### src/rtl/core/assert_macros.svh
// Assertion macros used by the back end RTL.
`ifndef ASSERT_MACROS_SVH
`define ASSERT_MACROS_SVH
// Clocked assertion, disabled while in reset.
`define KDST_ASSERT(lbl, prop, msg) \
  lbl: assert property (@(posedge clk) disable iff (!rst_n) prop) else $error(msg);
// Implication checked on the following edge.
`define KDST_ASSERT_NEXT(lbl, ante, cons, msg) \
  lbl: assert property (@(posedge clk) disable iff (!rst_n) (ante) |=> (cons)) else $error(msg);
`endif

### src/rtl/core/kdst_pkg.sv
// Shared types, constants and state codes of the keyed duration statistics block.
package kdst_pkg;
  localparam int SlotCountDef = 40;
  localparam logic [5:0] TopCountRst = 6'd12;

  typedef struct packed {
    logic        req;
    logic [31:0] key;
    logic [31:0] elapsed;
  } kdst_cmd_t;

  typedef struct packed {
    logic [63:0] total;
    logic [31:0] maxv;
    logic [31:0] cnt;
  } kdst_stat_t;

  typedef struct packed {
    logic [31:0] key;
    logic [63:0] total;
    logic [31:0] maxv;
    logic [31:0] cnt;
    logic        other;
    logic        last;
  } kdst_res_t;

  typedef enum logic [3:0] {
    B_IDLE, R_KRD, R_KCMP, R_MISS,
    P_INIT, P_SEL_RD, P_SEL_CMP, P_SEL_DONE, P_EMIT,
    P_FOLD_RD, P_FOLD_ADD, P_OTHER, P_FLUSH, P_CLR
  } kdst_state_t;

  localparam logic REQ_RECORD = 1'b0;
  localparam logic REQ_REPORT = 1'b1;

  function automatic logic [31:0] sat_add(input logic [31:0] a, input logic [31:0] b);
    logic [32:0] s;
    s = {1'b0, a} + {1'b0, b};
    return s[32] ? 32'hFFFF_FFFF : s[31:0];
  endfunction
endpackage

### src/rtl/core/kdst_front.sv
// Front end: accepts items, drops keyless records, works out elapsed time, queues commands.
module kdst_front import kdst_pkg::*; (
  input  logic        clk,
  input  logic        rst_n,
  input  logic        start,
  output logic        busy,
  input  logic        in_req_type,
  input  logic [31:0] in_stage_key,
  input  logic [31:0] in_start_stamp,
  input  logic [31:0] in_end_stamp,
  output logic        cmd_valid,
  output kdst_cmd_t   cmd,
  input  logic        cmd_pop
);
  kdst_cmd_t   q_r [2];
  logic [1:0]  cnt_r, cnt_nxt;
  logic        rd_r, wr_r;
  logic        push;

  assign busy      = (cnt_r == 2'd2);
  assign push      = start && !busy && ((in_req_type == REQ_REPORT) || (in_stage_key != '0));
  assign cmd_valid = (cnt_r != 2'd0);
  assign cmd       = q_r[rd_r];

  always_comb begin
    cnt_nxt = cnt_r;
    if (push && !(cmd_pop && cmd_valid)) cnt_nxt = cnt_r + 2'd1;
    else if (!push && cmd_pop && cmd_valid) cnt_nxt = cnt_r - 2'd1;
  end

  always_ff @(posedge clk) begin
    if (!rst_n) begin
      cnt_r <= '0;
      rd_r  <= 1'b0;
      wr_r  <= 1'b0;
    end else begin
      cnt_r <= cnt_nxt;
      if (push) wr_r <= ~wr_r;
      if (cmd_pop && cmd_valid) rd_r <= ~rd_r;
    end
  end

  always_ff @(posedge clk) begin
    if (push) begin
      q_r[wr_r] <= '{req: in_req_type, key: in_stage_key,
                     elapsed: in_end_stamp - in_start_stamp};
    end
  end
endmodule

### config.mk
export PLATFORM = sky130hd
export DESIGN_NAME = kdst_front
export DESIGN_NICKNAME = d
export VERILOG_FILES = /design/src/rtl/core/assert_macros.svh /design/src/rtl/core/kdst_pkg.sv /design/src/rtl/core/kdst_front.sv
export SDC_FILE = /design/constraint.sdc
export NUM_CORES = 1
export LEC_CHECK = 0
export ABC_AREA = 1
export BUFFER_PORTS_ARGS = -buffer_cell sky130_fd_sc_hd__buf_2
export CORE_UTILIZATION = 52
export CTS_CLUSTER_SIZE = 8
export DETAILED_ROUTE_END_ITERATION = 16
export PLACE_DENSITY = 0.88
export SETUP_SLACK_MARGIN = 0.5
export SYNTH_ARGS = -nofsm -noshare
export SYNTH_HDL_FRONTEND = slang
export SYNTH_SLANG_ARGS = --single-unit
### constraint.sdc
create_clock -name clk -period 5.52 [get_ports clk]
set_clock_uncertainty 0.15 [all_clocks]
set_input_delay 0.552 -clock clk [delete_from_list [all_inputs] [get_ports clk]]
set_output_delay 0.552 -clock clk [all_outputs]
set_load 0.01 [all_outputs]
==> reports/metrics.yaml, run 1 <==
routing:
  dr.first_iter.drc_count: 378
  drc_errors: 0
  dr_total_vias: 5229
  detail_route.vias_per_cell: 5.17
  wl_per_cell_um: 14.7
  ant_nets: 0
  wl_um: 14900
  firstDrtPassIters: 5
placement:
  dp.final_hpwl_um: 10900
  dp_slack_ns: 2.38
  gp_congestion: 0.906
  dp.cells: 979
  port_buffers: 167
floorplan:
  die_w_um: 118
  rows: 42
  pin_count: 168
  initial_core_util_pct: 53.3
  die_h_um: 118
  dieArea_mm2: 0.0140
  core-area_mm2: 0.0132
pwr:
  p_comb_share_pct: 20.1
  p_int_uw: 2280
  seqPwrFrac_pct: 41.9
  swShare_pct: 26.5
  switching_power_uw: 823
  max-vdd-ir-drop_mv: 0.239
  p_clk_share_pct: 38.0
  power-per-cell-area_mw_per_mm2: 356
  p_leak_uw: 0.00374
sta:
  period_minus_slack_ns: 3.01
  slew_violations: 0
  post-route-period-util_pct: 54.5
  setup_slack_ns: 2.51
  fmaxAchievable_ghz: 0.332
  relSlewSlack_pct: 40.9
  tightestPinTransition_ns: 0.885
  final-setup-viol-count: 0
  hold_violations: 0
  grt_setup_unrepaired: "no"
  setup-tns-final_ns: 0
worst_setup_path:
  r2r_setup_slack_ns: 2.71
  cp_max_fo: 34
  worstSetupEndpointType: "output port"
  crit_slowest_cell: "dfxtp_2"
  cp.arrival_ns: 2.31
  path_cells: "buf_4 > mux2_2 > buf_2"
  reg2reg_from: "cnt_r[1]"
  slowest_delay_ns: 0.83
  crit_type: "flip-flop to output port"
  critical_path.top_delay_family: "flip-flops"
  cp.required_ns: 4.82
  crit_buf_inv: 2
  cp-start-kind: "flip-flop"
layout:
  n_fill_cell: 998
  seq_area_mm2: 0.00401
  finalNetCount: 955
  area_growth_pct: 24.0
  drive_gt1_share_pct: 33.9
  multiInputGateArea_mm2: 0.00273
  stdcell_count: 1011
  diodes: 0
synthesis:
  synth.avg_cell_area_um2: 11.0
  synth_top_area_share_pct: 55.5
  synth.area.top_cells: "edfxtp_1 56%, mux2_2 10%, nand2_1 5.8%"
  syn_area_mm2: 0.00703
  syn-num-nets: 773
  async_flop_share_pct: 0
  synth-edff-count: 130
  synth_warnings: 0
  syn_inst: 640
  synth-main-ff-cell: "edfxtp_1"
  synthDistinctLibCells: 30
  ys_seq_elements: 135
  ys_seq_area_share_pct: 57.0
  synth_area_leader_cell: "edfxtp_1"
clock_tree:
  cts_buffers: 17
  holdBufCountCts: 0
  clkSinkCount: 135
  clkLatencyLatePin_ns: 0.40
  clkTransAtPathRegs_ns: 0.06
  cts_buffer_depth: 2
  cts_htree_levels: 4
  cts_tree: "done"
  cts_root_buf: "clkbuf_16"
  cts_resized: 0
  post_cts_buffers: 0
global_route:
  grt_max_degree: 37
  grt_pass1_wl_um: 24000
  antenna_found_initial: 0
  grt.overflow.total: 0
  grt_pass1_vias: 5082
  globalRouteTotalUtil_pct: 22.2
worst_hold_path:
  hp-start: "in_stage_key[14]"
  min_path_type: "input pin to flip-flop"
run_status:
  status: "complete, no violations"
run:
  drv_cap: 0
-- layout make-up --
type,count,share of cell area [%]
Timing Repair Buffer,170,9.85
Clock inverter,15,2.31
Inverter,75,3.23
Tap cell,176,2.53
Multi-Input combinational cell,423,31.3
Clock buffer,17,4.88
Sequential cell,135,45.9
-- synthesized netlist by cell type, types with 2 or more instances --
cell      count
edfxtp_1    130
nand2_1     108
inv_1        75
mux2_2       65
nor2_1       65
a21oi_1      47
ha_1         31
o21ai_0      23
nand3_1      21
xor2_1       20
nor3_1        8
buf_2         6
nand2_2       6
dfxtp_1       5
nand3b_1      4
nand3_2       3
nand4_1       3
nor4_1        3
o21a_1        3
o21ai_1       2
o21ai_2       2
xnor2_1       2
-- final timing paths --
check                             endpoint  depth (start not counted)
worst min-delay path            q_r[1][46]                          1
worst min register to register   flip-flop                          1
worst max-delay path               cmd[20]                          3
worst max register to register  q_r[1][60]                          6
-- stage by stage --
| step | utilization [%] | total power, µW | cell area, µm² | hold slack (ns) |
|---|---|---|---|---|
| floorplan | - | 1720 | 7030 | 0.275 |
| global placement | 61.3 | 1930 | 8090 | 0.279 |
| detailed placement | 61.3 | 1940 | 8090 | 0.283 |
| CTS | 66.1 | 3120 | 8720 | 0.176 |
| global route | 66.1 | 3230 | 8720 | 0.184 |
| finish | 66.1 | 3110 | 8720 | 0.201 |
-- sequential cells by signal, summed over array words and instances (netlist names), named ones only --
signal,cells
cnt_r,2
q_r,130
rd_r,1
wr_r,1
-- placed cells by master, fill, tap and decap left out --
cell type / synthesis / routed
nand2_2: 6 / 6
o21ai_2: 2 / 2
nand3_2: 3 / 3
clkinvlp_4: 0 / 2
edfxtp_1: 130 / 130
a21oi_2: 1 / 1
nor2_2: 1 / 1
clkinv_2: 0 / 2
o21bai_1: 1 / 1
buf_4: 0 / 3
ha_1: 31 / 31
clkbuf_16: 0 / 17
nor2_4: 0 / 2
mux2_2: 65 / 65
nor2_1: 65 / 63
dfxtp_1: 5 / 4
xor2_1: 20 / 20
a21o_1: 1 / 1
bufinv_16: 0 / 4
a21oi_1: 47 / 47
nand4_1: 3 / 3
o21ai_0: 23 / 23
nor3_1: 8 / 8
nand3_1: 21 / 21
o21ai_1: 2 / 2
dfxtp_2: 0 / 1
nand2_1: 108 / 108
clkinv_4: 0 / 3
nor4_1: 3 / 3
xnor2_1: 2 / 2
buf_2: 6 / 167
o21a_1: 3 / 3
inv_1: 75 / 75
inv_6: 0 / 3
and2_1: 1 / 1
fa_1: 1 / 1
nand3b_1: 4 / 4
clkinv_1: 0 / 1
nand2_4: 1 / 1
-- power by group through the flow --
stage	Sequential, µW	Clock (µW)	Combinational [µW]
floorplan	1310	0	413
global placement	1320	0	611
detailed placement	1320	0	619
CTS	1300	1190	628
global route	1310	1230	686
finish	1300	1180	625
-- kinds of logic (layout without fill, tap and decap cells) --
| family | count (synthesis) | after routing | share of synthesized area [%] |
|---|---|---|---|
| and+or+nand+nor | 224 | 224 | 13.6 |
| DFF | 135 | 135 | 57.0 |
| buffers and inverters | 82 | 277 | 4.49 |
| AOI/OAI and AO/OA | 80 | 80 | 6.03 |
| muxes | 65 | 65 | 10.4 |
| adders and majority gates | 32 | 32 | 5.80 |
| xor gates and xnor gates | 22 | 22 | 2.74 |
-- worst register-to-register path, delay by kind of cell, from the launching register on --
family | cells | cell delay [ns]
buffers and inverters | 2 | 0.71
DFF | 1 | 0.29
and+or+nand+nor | 4 | 1.30
-- routing by layer --
metal / vias to the layer above / part of all wire (%) / GRT usage [%]
met5: - / 0 / 0
met1: 2384 / 42 / 27.3
li1: 2597 / - / -
met2: 231 / 50 / 39.0
met3: 17 / 6.5 / 4.63
met4: 0 / 1.0 / 6.73
(Power assumes the default switching activity.)
==> inputs of run 2 (changes only) <==
Clock period 5.52 ns to 3.1 ns, I/O delays scaled along.
==> reports/metrics.yaml, run 2 (synthesized netlist as in run 1, its figures left out) <==
clock_tree:
  clkTransAtPathRegs_ns: 0.06
  cts_resized: 0
  cts_tree: "done"
  cts_htree_levels: 4
  cts_root_buf: "clkbuf_16"
  clkSinkCount: 135
  clkLatencyLatePin_ns: 0.40
  cts_buffer_depth: 2
  post_cts_buffers: 0
  cts_buffers: 17
floorplan:
  die_w_um: 118
  pin_count: 168
  core-area_mm2: 0.0132
  initial_core_util_pct: 53.3
  rows: 42
  die_h_um: 118
  dieArea_mm2: 0.0140
layout:
  final_cell_area_mm2: 0.00906
  stdcell_count: 1045
  finalNetCount: 990
  largest_register_ffs: 130
  area_growth_pct: 28.9
  final_common_cell: "buf_2"
  reg_top3: "q_r (130), cnt_r (2)"
  drive_gt1_share_pct: 32.6
  mostFrequentLayoutCells: "167 x buf_2, 130 x edfxtp_1, 108 x nand2_1, 75 x inv_1, 65 x mux2_2"
  diodes: 0
  regMostFlops: "q_r"
worst_setup_path:
  cp_max_fo: 35
  cp-start-kind: "input pin"
  crit_type: "input pin to flip-flop"
  slowest_delay_ns: 0.54
  worstSetupEndpointType: "flip-flop"
  cp.arrival_ns: 2.19
  path_cells: "dlygate4sd3_1 > buf_2 > nor2_1 > and2_1 > nand2_1 > nor2_1 > nand3_1 > nand2_1 > nor2_4 > buf_4"
  crit_slowest_cell: "dlygate4sd3_1"
  cp.required_ns: 2.99
global_route:
  globalRouteTotalUtil_pct: 24.9
  grt_pass1_wl_um: 26900
  grt.overflow.total: 0
  grt_max_degree: 66
  grt_pass1_vias: 5541
  antenna_found_initial: 0
sta:
  tightestPinTransition_ns: 0.529
  final-setup-viol-count: 0
  period_minus_slack_ns: 2.30
  fmaxAchievable_ghz: 0.434
  setup-tns-final_ns: 0
  grt_setup_unrepaired: "no"
  relSlewSlack_pct: 64.7
  post-route-period-util_pct: 74.3
  slew_violations: 0
  hold_violations: 0
worst_hold_path:
  min_path_type: "input pin to flip-flop"
routing:
  ant_nets: 0
  detail_route.vias_per_cell: 5.27
  drc_errors: 0
  wl_met2_um: 8460
  firstDrtPassIters: 7
  highest_layer: "met4"
  wl_um: 16500
  dr.first_iter.drc_count: 551
  dr_total_vias: 5507
  wl_met1_um: 6660
  wl_met3_um: 1170
  wl_per_cell_um: 15.8
run_status:
  status: "complete, no violations"
pwr:
  p_comb_share_pct: 21.6
  swShare_pct: 26.3
  p_int_uw: 4090
  switching_power_uw: 1460
  max-vdd-ir-drop_mv: 0.408
  p_leak_uw: 0.00389
  seqPwrFrac_pct: 41.3
  p_clk_share_pct: 37.0
  power-per-cell-area_mw_per_mm2: 613
placement:
  dpl_cell_area_mm2: 0.00812
  gp_congestion: 0.947
  dp.cells: 981
  port_buffers: 167
  dp.final_hpwl_um: 11300
run:
  drv_cap: 0
run 2: cell count changes in the layout (fill, tap and decap cells not counted):
| cell | change |
|---|---|
| dlygate4sd3_1 | +33 |
| clkinvlp_4 | -1 |
| inv_6 | -3 |
| clkinv_4 | +1 |
| buf_4 | +1 |
| clkbuf_1 | +1 |
| clkinv_2 | +1 |
| buf_12 | +1 |
run 2: power by group through the flow:
stage | registers (µW) | clock network [µW] | logic, µW
6_report | 2300 | 2050 | 1200
3_3_place_gp | 2320 | 0 | 1130
2_1_floorplan | 2320 | 0 | 737
3_5_place_dp | 2330 | 0 | 1150
5_1_grt | 2310 | 2160 | 1310
4_1_cts | 2290 | 2080 | 1200
run 2: final cells by class:
type / instances / area, µm²
Inverter: 75 / 282
Clock buffer: 18 / 429
Sequential cell: 135 / 4010
Tap cell: 176 / 220
Clock inverter: 13 / 181
Fill cell: 954 / 4130
Timing Repair Buffer: 205 / 1220
Multi-Input combinational cell: 423 / 2730
run 2: path summary, 6_finish.rpt:
kind / start / end / slack, ns / depth (start not counted)
setup / recovery: in_stage_key[9] / q_r[1][64] / 0.80 / 10
hold / removal: rst_n / cnt_r[0] / 0.02 / 3
setup reg to reg: cnt_r[1] / q_r[1][64] / 1.03 / 6
hold reg to reg: rd_r / flip-flop / 0.30 / 1
run 2: through the flow:
stage                     utilization, %  hold WS, ns  setup slack, ns  power [µW]
after floorplan                        -        0.259           0.0366        3060
after global placement              61.5        0.277            0.774        3450
after CTS                           68.7      0.00375            0.821        5570
final                               68.7       0.0185            0.798        5550
after global routing                68.7       0.0187            0.672        5790
after detailed placement            61.5        0.296            0.730        3480
run 2: per-layer routing:
layer  global-route usage (%)  vias to the layer above
met3                     5.65                       16
li1                         -                     2671
met1                     29.8                     2578
met4                     6.17                        0
met2                     45.1                      242
met5                        0                        -
run 2: critical path, delay by kind of cell:
family / cells / cell delay, ns
buf+inv: 3 / 1.09
simple gates: 7 / 0.76
run 2: timing repair:
action / in CTS / in global routing
setup endpoints to repair: 0 / 0
endpoints found under the hold margin: 66 / 0
hold buffers: 33 / 0
==> inputs of run 3 (changes only) <==
Settings changed: CORE_UTILIZATION 52 to 49, PLACE_DENSITY 0.88 to 0.87.
Clock period 3.1 ns to 1.97 ns, I/O delays scaled along.
==> reports/metrics.yaml, run 3 (synthesized netlist as in run 1, its figures left out) <==
routing:
  dr.first_iter.drc_count: 1126
  detail_route.vias_per_cell: 6.32
  firstDrtPassIters: 8
  wl_per_cell_um: 27.4
  ant_nets: 0
  dr_total_vias: 7269
  wl_um: 31500
  drc_errors: 0
run:
  drv_cap: 0
global_route:
  globalRouteTotalUtil_pct: 28.8
  grt_pass1_vias: 6077
  grt.overflow.total: 0
  grt_max_degree: 21
  antenna_found_initial: 3
  grt_pass1_wl_um: 31500
sta:
  setup_slack_ns: 0.0114
  slew_violations: 0
  period_minus_slack_ns: 1.96
  fmaxAchievable_ghz: 0.511
  setup-tns-final_ns: 0
  hold_violations: 0
  holdWs_ns: 0.0496
  tightestPinTransition_ns: 0.509
  grt_setup_unrepaired: "yes"
  relSlewSlack_pct: 65.7
  post-route-period-util_pct: 99.4
  final-setup-viol-count: 0
worst_hold_path:
  min_to: "q_r[0][0]"
  hp-start: "in_start_stamp[0]"
  min_path_type: "input pin to flip-flop"
  whs_path_depth: 3
layout:
  mostFrequentLayoutCells: "130 x edfxtp_1, 96 x buf_2, 90 x buf_6, 62 x mux2_4, 59 x nand2_1"
  largest_register_ffs: 130
  regMostFlops: "q_r"
  reg_top3: "q_r (130), cnt_r (2)"
  area_growth_pct: 78.3
  finalNetCount: 1089
  n_fill_cell: 470
  final_common_cell: "edfxtp_1"
  fin_util_pct: 89.9
  stdcell_count: 1151
  drive_gt1_share_pct: 58.7
placement:
  port_buffers: 167
  gp_congestion: 0.875
  dp.final_hpwl_um: 12100
  dp_slack_ns: -0.199
  dp.cells: 999
worst_setup_path:
  crit_buf_inv: 3
  r2r_setup_slack_ns: 0.12
  crit_slowest_cell: "dfxtp_4"
  path_cells: "buf_8 > buf_16 > mux2_2 > buf_6"
  slowest_delay_ns: 0.39
  cp-start-kind: "flip-flop"
  cp.required_ns: 1.62
  reg2reg_depth: 9
  reg2reg_from: "cnt_r[1]"
  cp.arrival_ns: 1.61
  cp_max_fo: 5
  critical_path.top_delay_family: "buffers and inverters"
  worstSetupEndpointType: "output port"
  crit_type: "flip-flop to output port"
  r2r_end: "q_r[0][7]"
floorplan:
  initial_core_util_pct: 50.4
  pin_count: 168
  dieArea_mm2: 0.0148
  die_w_um: 122
  core-area_mm2: 0.0139
  rows: 43
  die_h_um: 122
pwr:
  p_leak_uw: 0.00521
  power-per-cell-area_mw_per_mm2: 884
  max-vdd-ir-drop_mv: 0.522
clock_tree:
  cts_htree_levels: 4
  cts_buffer_depth: 2
  cts_tree: "done"
  clkLatencyLatePin_ns: 0.42
  clkSinkCount: 135
  clkTransAtPathRegs_ns: 0.06
  cts_root_buf: "clkbuf_16"
  cts_buffers: 17
run_status:
  status: "complete, no violations"
[run 3: cell count changes in the layout (fill, tap and decap cells not counted), sizes merged]
cell and change:
diode +2, buf +88, clkinv +1, dlygate4sd3 +1
bufinv -1, clkbuf +10, clkinvlp +1
[run 3: per-stage QoR]
step	total power (µW)	instance area [µm²]
finish	11100	12500
global route	11300	12500
CTS	9660	11000
detailed placement	5780	8870
global placement	5720	8870
floorplan	5000	7630
[run 3: final cells by class]
type                    instances  area [µm²]  share of cell area (%)
multi-input cells             423        4160                    33.2
flip-flops and latches        135        4010                    32.0
repair buffers                304        3230                    25.8
clock buffers                  18         429                    3.42
inverters                      75         309                    2.47
well taps                     180         225                    1.80
clock inverters                14         159                    1.27
diodes                          2        5.00                  0.0399
[run 3: what timing repair did]
item	CTS	global route
resized for setup	118	225
pin swaps	26	53
setup buffers	28	27
cloned	18	11
hold endpoints to repair	71	0
endpoints found under the setup margin	237	246
hold buffers	34	0
[run 3: where the power goes]
| part | internal [µW] | switching [µW] | total [µW] | leakage [µW] |
|---|---|---|---|---|
| Sequential | 3550 | 138 | 3690 | 0.00126 |
| Combinational | 2120 | 1970 | 4090 | 0.00367 |
| Clock | 1980 | 1320 | 3300 | 0.000285 |
| Total | 7640 | 3430 | 11100 | 0.00521 |
[run 3: routing by layer]
metal  part of all wire (%)  global-route usage (%)  vias up
met1                     33                    32.8     3445
met2                     49                    51.8      747
met5                      0                       0        -
met4                    7.5                    12.0        0
li1                       -                       -     2862
met3                     10                    6.23      215
[run 3: worst register-to-register path: stages (launching register included)]
cell	delay, ns
dfxtp_2	0.32
inv_2	0.08
nor2_4	0.05
nor2_4	0.15
nand2_4	0.12
buf_12	0.15
nor2_4	0.12
buf_12	0.13
buf_12	0.13
clkbuf_16	0.16
[run 3: how the worst max path moves through the flow]
stage / slack, ns / startpoint / cells after the start / end
3_5_place_dp: -0.20 / in_end_stamp[0] / 12 / q_r[1][30]
3_3_place_gp: -0.16 / in_end_stamp[0] / 12 / q_r[0][30]
5_1_grt: -0.03 / in_start_stamp[23] / 11 / q_r[0][30]
6_report: 0.01 / flip-flop / 4 / cmd[47]
2_1_floorplan: -0.26 / in_stage_key[6] / 7 / q_r[0][0]
4_1_cts: 0.06 / flip-flop / 4 / cmd[58]
